[src/sul_pkg.sv]
package sul_pkg;

  localparam int CAPACITY    = 128;
  localparam int VALUE_WIDTH = 16;
  localparam int FILL_W      = $clog2(CAPACITY + 1);
  localparam int COUNT_W     = 8;

  localparam logic MODE_INSERT = 1'b0;
  localparam logic MODE_REMOVE = 1'b1;

  localparam logic [1:0] ST_DONE  = 2'd0;
  localparam logic [1:0] ST_DUP   = 2'd1;
  localparam logic [1:0] ST_FULL  = 2'd2;
  localparam logic [1:0] ST_EMPTY = 2'd3;

  typedef logic signed [VALUE_WIDTH-1:0] value_t;

  typedef struct packed {
    logic   cmp_en;
    logic   apply_en;
    logic   remove;
    value_t value;
  } cell_ctl_t;

endpackage

[src/sul_cell.sv]
module sul_cell
  import sul_pkg::*;
(
  input  logic      clk,
  input  cell_ctl_t ctl,
  input  logic      valid,
  input  value_t    left_entry,
  input  logic      left_gt,
  input  value_t    right_entry,
  output value_t    entry,
  output logic      gt,
  output logic      eq
);

  value_t entry_next;

  always_comb begin
    if (ctl.remove) begin
      entry_next = right_entry;
    end else if (left_gt) begin
      entry_next = left_entry;
    end else if (gt || !valid) begin
      entry_next = ctl.value;
    end else begin
      entry_next = entry;
    end
  end

  always_ff @(posedge clk) begin
    if (ctl.cmp_en) begin
      gt <= valid && (entry > ctl.value);
      eq <= valid && (entry == ctl.value);
    end
    if (ctl.apply_en) begin
      entry <= entry_next;
    end
  end

endmodule

[config.mk]
export PLATFORM = sky130hd
export DESIGN_NAME = sul_cell
export DESIGN_NICKNAME = d
export VERILOG_FILES = /design/src/sul_pkg.sv /design/src/sul_cell.sv
export SDC_FILE = /design/constraint.sdc
export NUM_CORES = 1
export LEC_CHECK = 0
export ABC_AREA = 1
export BUFFER_PORTS_ARGS = -buffer_cell sky130_fd_sc_hd__buf_4
export CAP_MARGIN = 5
export CORE_MARGIN = 2
export CORE_UTILIZATION = 48
export CTS_CLUSTER_DIAMETER = 30
export CTS_CLUSTER_SIZE = 20
export DETAILED_ROUTE_END_ITERATION = 10
export GPL_TIMING_DRIVEN = 0
export HOLD_SLACK_MARGIN = 0.05
export PLACE_DENSITY = 0.85
export SETUP_SLACK_MARGIN = 0.3
export SYNTH_ARGS = -nofsm -noshare
export SYNTH_HDL_FRONTEND = slang
export SYNTH_SLANG_ARGS = --single-unit
[constraint.sdc]
create_clock -name clk -period 3.85 [get_ports clk]
set_input_delay 0.385 -clock clk [delete_from_list [all_inputs] [get_ports clk]]
set_output_delay 0.385 -clock clk [all_outputs]
set_load 0.005 [all_outputs]
### Word level (Yosys, flattened, before mapping)

Cells that the tools add are included.
W data, S select, Z words.

| word-level totals | value |
|---|---|
| bits in registers | 18 |
| input bits | 54 |
| output and inout bits | 18 |
| word-level logic and storage cells | 14 |

| cells by class | value |
|---|---|
| magnitude comparators | 1 |
| equal/unequal tests | 1 |
| multiplexer cells | 3 |
| reductions and logical operators | 6 |

Operators with widths:

| operator | count |
|---|---|
| $mux W16 | 3 |
| $eq A16 B16 Y1 | 1 |
| $gt A16 B16 Y1 | 1 |
| $reduce_bool A3 Y1 | 1 |
| $logic_and A1 B1 Y1 | 2 |
| $reduce_and A2 Y1 | 1 |
| $logic_not A1 Y1 | 1 |
| $logic_or A1 B1 Y1 | 1 |

### Depth between registers and ports, before layout

Gate-level depths: netlist (run 1).

| logic depth | value |
|---|---|
| word-level depth | 5 |
| depth in mapped cells | 14 |
| gate-level depth less buffers | 14 |

### Worst setup path after synthesis (run 1)

No wires, ideal clock.

| timing path | value |
|---|---|
| path type | in2reg |
| start point | input port left_gt |
| end point | register entry[0], enable pin |
| library setup time | 393 ps |
| arrival time | 1609 ps |
| required time | 3457 ps |
| setup slack | 1848 ps |
| cell stages on the path | 4 |
| path buffers | 2 |
| cell sequence | buf_2 -> inv_4 -> buf_2 -> a21boi_1 |

| on the way | value |
|---|---|
| word-level cells in the longest chain between the ends | 2 |

RTL lines:

| element | RTL line | text |
|---|---|---|
| start, declared | sul_cell.sv:8 | `input logic left_gt,` |
| $reduce_bool A3 Y1 (no line) | n/a |  |
| $reduce_and A2 Y1 (no line) | n/a |  |
| end signal, assigned | sul_cell.sv:35 | `entry <= entry_next;` |
| end, declared | sul_cell.sv:10 | `output value_t entry,` |

Every way passes these cells.
A chain may end at the register's enable or synchronous reset.

### Worst setup path in the final report (run 1)

| timing path | value |
|---|---|
| start point | input port left_gt |
| end point | register entry[3], enable pin |

Same word-level chain as after synthesis.

==> results.py, run 1 <==
metrics = {
    "outcome": {
        "status": "finished, final reports clean",
    },
    "place": {
        "dp_hpwl_um": 2760,
        "place_ws_ns": 1.87,
        "routabilityCongestion": 0.837,
        "io_buffers": 69,
        "place_inst": 273,
    },
    "layout": {
        "drive_gt1_share_pct": 34.1,
        "finalNetCount": 317,
        "postLayoutCoreUtil_pct": 71.3,
        "diodes": 0,
        "nFillCells": 241,
        "instances_no_fill": 277,
        "area_growth_syn_to_layout_pct": 43.6,
    },
    "detailed_routing": {
        "drc_errors": 0,
        "dr.pass1.iters": 4,
        "drt_iter0_drc": 41,
        "routed_wl_um": 3380,
        "routed-wl-met2_um": 1740,
        "met3_wirelength_um": 190,
        "wl_per_cell_um": 12.2,
        "ant_nets": 0,
        "drt-met1-wl_um": 1410,
        "num_vias": 1400,
        "vias_per_cell": 5.05,
        "maxUsedRoutingLayer": "met4",
    },
    "die": {
        "coreArea_sq_mm": 0.00271,
        "die_w_um": 56.9,
        "rows": 19,
        "ioPinCount": 72,
        "dieArea_sq_mm": 0.00324,
        "fp.dieH_um": 56.9,
        "start_util_pct": 49.6,
    },
    "logic_synthesis": {
        "ys_ff_latch": 18,
        "seq_area_frac_synth_pct": 40.2,
        "ys_warn_count": 0,
        "synth_fp_nets": 243,
        "syn_area_per_cell_sq_um": 7.77,
        "synth_top_area_share_pct": 40.2,
        "netlist-cell-type-count": 17,
        "syn_inst": 173,
        "synth.largest_area_cell": "edfxtp_1",
        "synth.area.top_cells": "edfxtp_1 (40%), ha_1 (15%), a21oi_1 (14%), nand2_1 (11%), inv_1 (6.7%)",
        "syn-cell-area_sq_mm": 0.00135,
    },
    "clock_network": {
        "cts_max_level": 1,
        "cts_tree": "done",
        "cts_root_buf": "clkbuf_4",
        "clock_latency_ns": 0.30,
        "cts_resized": 0,
        "cts.path.max_buffers": 2,
        "cts_buffers": 3,
        "cts.sink_count": 18,
        "postCtsHoldBufs": 0,
        "cts.clk_slew.worst_paths_ns": 0.10,
        "cts_setup_buffers": 0,
    },
    "sta": {
        "period_needed_ns": 1.65,
        "finalSetupViolCount": 0,
        "slew_viol_final": 0,
        "worst-slew-pin-transition_ns": 0.932,
        "max_freq_mhz": 607,
        "post-route-period-util_pct": 42.8,
        "tns_ns": 0,
        "rsz0062_at_grt": "false",
        "relSlewSlack_pct": 37.5,
        "skew_ns": 0.00827,
        "hold_viol": 0,
        "layout_setup_ws_ns": 2.20,
    },
    "setup_path": {
        "crit_path_end_kind": "register",
        "arrival_ns": 1.58,
        "path_class": "input pin to register",
        "cp_max_fo": 16,
        "worstSetupStartpointType": "input pin",
        "crit_path_end": "entry[3]",
        "rrSetupSlack_ns": 2.23,
        "required_ns": 3.78,
        "rr_worst_depth": 10,
        "r2r_end": "gt",
        "worstSetupStartpoint": "left_gt",
        "regToRegStartpoint": "entry[11]",
    },
    "hold_path": {
        "worstHoldPathType": "input pin to register",
        "worstHoldStart": "ctl[18]",
    },
    "pwr": {
        "leakage_nw": 1.01,
        "irDropWorstVdd_uv": 190,
        "p_per_area_mw_per_mm2": 261,
        "power.total_uw": 504,
    },
    "global_routing": {
        "grt_pass1_vias": 1346,
        "antenna_found_initial": 0,
        "overflow": 0,
        "grt_pass1_wl_um": 5600,
        "grt_max_degree": 17,
        "grt_use_total_pct": 21.4,
    },
    "job": {
        "maxCapViolations": 0,
    },
}
state kept, by name, indices dropped and copies added (netlist names):
register / flops
entry: 16
eq: 1
gt: 1
cell type report:
class	instances	area (sq um)	share of cell area, %
Clock buffer	3	22.5	1.17
Buffer	6	30.0	1.55
Multi-Input combinational cell	123	678	35.1
Sequential cell	18	541	28.0
Inverter	26	100	5.18
Timing Repair Buffer	69	518	26.8
Tap cell	31	38.8	2.01
Clock inverter	1	3.75	0.194
worst min-delay path by stage:
stage	endpoint	depth (start not counted)	slack, ns
5_1_grt	gt	1	0.29
3_5_place_dp	gt	1	0.60
2_1_floorplan	eq	0	0.50
6_report	gt	1	0.30
3_3_place_gp	gt	1	0.60
4_1_cts	gt	1	0.30
metrics by stage:
step | hold slack (ns) | area (sq um)
floorplan | 0.497 | 1350
global route | 0.287 | 1930
finish | 0.297 | 1930
detailed placement | 0.599 | 1910
global placement | 0.597 | 1900
CTS | 0.298 | 1930
placed cells by master (no fill, tap or decap), drive strengths merged:
cell    instances
buf            75
ha             16
o21ai           1
clkinv          1
nor2           22
nor3            2
a21oi          38
nand2          39
nand3           3
a21o            1
a21boi          1
inv            26
edfxtp         18
clkbuf          3
critical path: stages:
cell and delay [ns]:
buf_2 0.18, inv_4 0.08, buf_2 0.20, a21boi_2 0.73
power by group:
| part | internal [mW] | switching (mW) | total, mW | leakage, nW |
|---|---|---|---|---|
| Sequential | 0.235 | 0.00809 | 0.243 | 0.174 |
| Combinational | 0.0851 | 0.0755 | 0.161 | 0.823 |
| Clock | 0.0378 | 0.0623 | 0.100 | 0.0154 |
| Total | 0.358 | 0.146 | 0.504 | 1.01 |
kinds of logic after synthesis:
| family | synth area share, % |
|---|---|
| AO/OA/AOI/OAI | 15.6 |
| AND/OR/NAND/NOR | 19.6 |
| flip-flops | 40.2 |
| adder cells (fa/ha/maj) | 14.9 |
| buffers and inverters | 9.67 |
cell usage after synthesis:
cell type  count
nor2_1        21
a21oi_1       38
inv_4          1
ha_1          16
o21ai_1        1
buf_2          6
inv_1         24
nand2_2        1
a21boi_1       1
nand2_1       38
edfxtp_1      18
nor2_2         1
nor3_1         1
nand3_1        3
nor3_2         1
a21o_1         1
inv_2          1
routing by layer:
layer / global-route usage, % / vias up
li1: - / 716
met1: 27.0 / 631
met2: 38.4 / 48
met3: 2.72 / 5
met4: 5.98 / 0
met5: 0 / -
(Power assumes the default switching activity.)
==> run 2, diff against run 1 <==
--- a/config.mk
+++ b/config.mk
@@ -5,17 +5,17 @@
 export SDC_FILE = /design/constraint.sdc
 export NUM_CORES = 1
 export LEC_CHECK = 0
-export ABC_AREA = 1
+export ABC_AREA = 0
 export BUFFER_PORTS_ARGS = -buffer_cell sky130_fd_sc_hd__buf_4
 export CAP_MARGIN = 5
 export CORE_MARGIN = 2
-export CORE_UTILIZATION = 48
+export CORE_UTILIZATION = 45
 export CTS_CLUSTER_DIAMETER = 30
 export CTS_CLUSTER_SIZE = 20
 export DETAILED_ROUTE_END_ITERATION = 10
 export GPL_TIMING_DRIVEN = 0
 export HOLD_SLACK_MARGIN = 0.05
-export PLACE_DENSITY = 0.85
+export PLACE_DENSITY = 0.8
 export SETUP_SLACK_MARGIN = 0.3
 export SYNTH_ARGS = -nofsm -noshare
 export SYNTH_HDL_FRONTEND = slang
==> constraint.sdc (replaced) <==
create_clock -name clk -period 1.6 [get_ports clk]
set_input_delay 0.16 -clock clk [delete_from_list [all_inputs] [get_ports clk]]
set_output_delay 0.16 -clock clk [all_outputs]
set_load 0.005 [all_outputs]
==> run 2 against run 1 <==
- the run now ends with design-rule violations, negative setup slack left
- power grew to 2.5 times the previous value
- sequential cell count unchanged
- register-to-register slack lost 2.4 ns
- critical path depth up 1
- sequential power rose by 140%
- non-clock buffer count increased by 6
- combinational power grew to 2.7 times the previous value
- sequential share of layout area down 2.4 points
- wire length rose by 11%
- clock skew down 0.0064 ns
- final area up 9.2%
- largest cell class unchanged
==> results.py, run 2 <==
metrics = {
    "setup_path": {
        "arrival_ns": 1.84,
        "cp_max_fo": 3,
        "path_class": "register to register",
        "crit_path_end_kind": "register",
        "cp_cell_sequence": "ha_4 > nand4_1 > a211oi_4 > o21bai_1 > nor4b_2",
        "worstSetupStartpointType": "register",
        "required_ns": 1.65,
        "rr_worst_depth": 5,
        "slowest_stage": "edfxtp_1",
        "worst_path_largest_cell_delay_ns": 0.45,
    },
    "pwr": {
        "p_per_area_mw_per_mm2": 602,
        "power.total_mw": 1.27,
        "leakage_nw": 1.01,
        "irDropWorstVdd_uv": 635,
    },
    "sta": {
        "rsz0062_at_grt": "true",
        "slew_viol_final": 0,
        "finalSetupViolCount": 2,
        "period_needed_ns": 1.79,
        "relSlewSlack_pct": 60.6,
        "hold_ws_ns": 0.131,
        "worst-slew-pin-transition_ns": 0.591,
        "post-route-period-util_pct": 112,
        "hold_viol": 0,
        "layout_setup_ws_ns": -0.188,
        "max_freq_mhz": 559,
        "skew_ns": 0.00185,
    },
    "logic_synthesis": {
        "async_flop_share_pct": 0,
        "ys_ff_latch": 18,
        "synth_top_area_share_pct": 40.3,
        "synth.area.top_cells": "edfxtp_1 (40%), ha_1 (15%), mux2i_1 (12%), o21ai_0 (6.3%), inv_1 (4.8%)",
        "ys_warn_count": 0,
        "syn-cell-area_sq_mm": 0.00134,
        "netlist-cell-type-count": 30,
        "synth_common_cells": "edfxtp_1 (18), inv_1 (17), nand2_1 (17), o21ai_0 (17)",
        "synth.most_common_cell": "edfxtp_1",
        "yosys_most_used_dff": "edfxtp_1",
        "syn_area_per_cell_sq_um": 10.4,
        "synth_edf_count": 18,
        "seq_area_frac_synth_pct": 40.3,
        "synth_fp_nets": 199,
        "synth.largest_area_cell": "edfxtp_1",
        "syn_inst": 129,
    },
    "clock_network": {
        "cts.sink_count": 18,
        "clock_latency_ns": 0.30,
        "cts_max_level": 1,
        "cts_buffers": 3,
        "cts_root_buf": "clkbuf_4",
        "cts.path.max_buffers": 2,
        "cts_tree": "done",
        "cts.clk_slew.worst_paths_ns": 0.10,
    },
    "detailed_routing": {
        "num_vias": 1293,
        "drc_errors": 5,
        "routed_wl_um": 3770,
        "ant_nets": 0,
        "dr.pass1.iters": 7,
        "drt_iter0_drc": 50,
        "wl_per_cell_um": 15.7,
        "vias_per_cell": 5.39,
    },
    "layout": {
        "finalNetCount": 280,
        "mostFrequentLayoutCells": "buf_4 (76), edfxtp_1 (18), inv_1 (17), nand2_1 (17)",
        "area_growth_syn_to_layout_pct": 57.3,
        "diodes": 0,
        "fin_area_sq_mm": 0.00211,
        "regMostFlops": "entry",
        "final_common_cell": "buf_4",
        "nFillCells": 210,
        "drive_gt1_share_pct": 47.8,
        "top_regs": "entry (16), eq (1), gt (1)",
        "largest_register_ff_count": 16,
    },
    "job": {
        "maxCapViolations": 0,
    },
    "die": {
        "ioPinCount": 72,
        "fp.dieH_um": 58.6,
        "coreArea_sq_mm": 0.00281,
        "rows": 19,
        "die_w_um": 58.6,
        "dieArea_sq_mm": 0.00343,
        "start_util_pct": 47.8,
    },
    "global_routing": {
        "grt_use_total_pct": 23.6,
        "grt_pass1_vias": 1365,
        "grt_max_degree": 17,
        "grt_pass1_wl_um": 6010,
        "antenna_found_initial": 0,
        "overflow": 0,
    },
    "outcome": {
        "violations": "design-rule violations, negative setup slack",
        "status": "finished with violations",
    },
    "place": {
        "placed_area_sq_mm": 0.00193,
        "dp_hpwl_um": 2910,
        "io_buffers": 70,
        "routabilityCongestion": 0.830,
    },
    "hold_path": {
        "worstHoldPathCells": 3,
        "worstHoldPathType": "input pin to register",
    },
}
[run 2: cell types whose count changed in the layout (fill, tap and decap cells not counted), moves of 7 or more]
cell | previous run | this run
mux2i_1 | 0 | 16
nand2_1 | 38 | 17
o21ai_0 | 0 | 16
nor2_1 | 21 | 0
ha_4 | 0 | 7
inv_1 | 24 | 17
buf_4 | 69 | 76
ha_1 | 16 | 9
a21oi_1 | 38 | 1
[run 2: path summary, 6_finish.rpt]
| check | start | to | slack, ns |
|---|---|---|---|
| worst max-delay path | entry[6] | gt | -0.19 |
| worst min-delay path | right_entry[11] | entry[11] | 0.13 |
| worst max register to register | entry[6] | gt | -0.19 |
| worst min register to register | gt | entry[8] | 0.85 |
[run 2: logic make-up (layout without fill, tap and decap cells)]
| group | Yosys count | in the layout | synth area share (%) |
|---|---|---|---|
| flops | 18 | 18 | 40.3 |
| fa+ha+maj | 16 | 16 | 14.9 |
| compound gates | 29 | 29 | 13.8 |
| buf+inv | 22 | 102 | 6.53 |
| mux | 16 | 16 | 11.9 |
| simple gates | 28 | 28 | 12.5 |
[run 2: per-stage QoR]
step           util (%)  setup slack, ns  instances  TNS (ns)
3_5_place_dp       68.7           -0.208        230    -0.208
2_1_floorplan         -           -0.125        129    -0.125
4_1_cts            74.3           -0.174        239    -0.199
6_report           75.2           -0.188        240    -0.236
5_1_grt            75.2           -0.267        240    -0.375
3_3_place_gp       68.7           -0.177        230    -0.177
[run 2: repair_timing]
item                       CTS  global route
hold endpoints to repair     0             2
setup endpoints to repair   18             2
hold buffers                 0             1
gates resized for setup     10             3
setup buffers                5             0
pin swaps                    4             0
[run 2: final cells by class]
type | count | area [sq um] | area share (%)
Clock inverter | 1 | 3.75 | 0.178
Inverter | 17 | 63.8 | 3.02
Multi-Input combinational cell | 89 | 843 | 40.0
Buffer | 5 | 23.8 | 1.13
Clock buffer | 3 | 22.5 | 1.07
Sequential cell | 18 | 541 | 25.6
Timing Repair Buffer | 76 | 573 | 27.2
Tap cell | 31 | 38.8 | 1.84
[run 2: metal layers]
| metal | vias to the layer above | GRT usage, % | part of all wire, % |
|---|---|---|---|
| li1 | 635 | - | - |
| met1 | 589 | 26.8 | 39 |
| met2 | 59 | 43.5 | 51 |
| met3 | 10 | 6.59 | 7.7 |
| met4 | 0 | 6.17 | 2.0 |
| met5 | - | 0 | 0 |
[run 2: report_power, final]
group / switching [mW] / internal, mW / total, mW
Sequential: 0.0282 / 0.566 / 0.594
Combinational: 0.184 / 0.254 / 0.438
Clock: 0.148 / 0.0910 / 0.239
[run 2: worst max-delay path: cells and delay by family (launching register included)]
kind,cells,cell delay [ns]
compound gates,2,0.39
fa+ha+maj,1,0.31
flops,1,0.45
simple gates,2,0.39
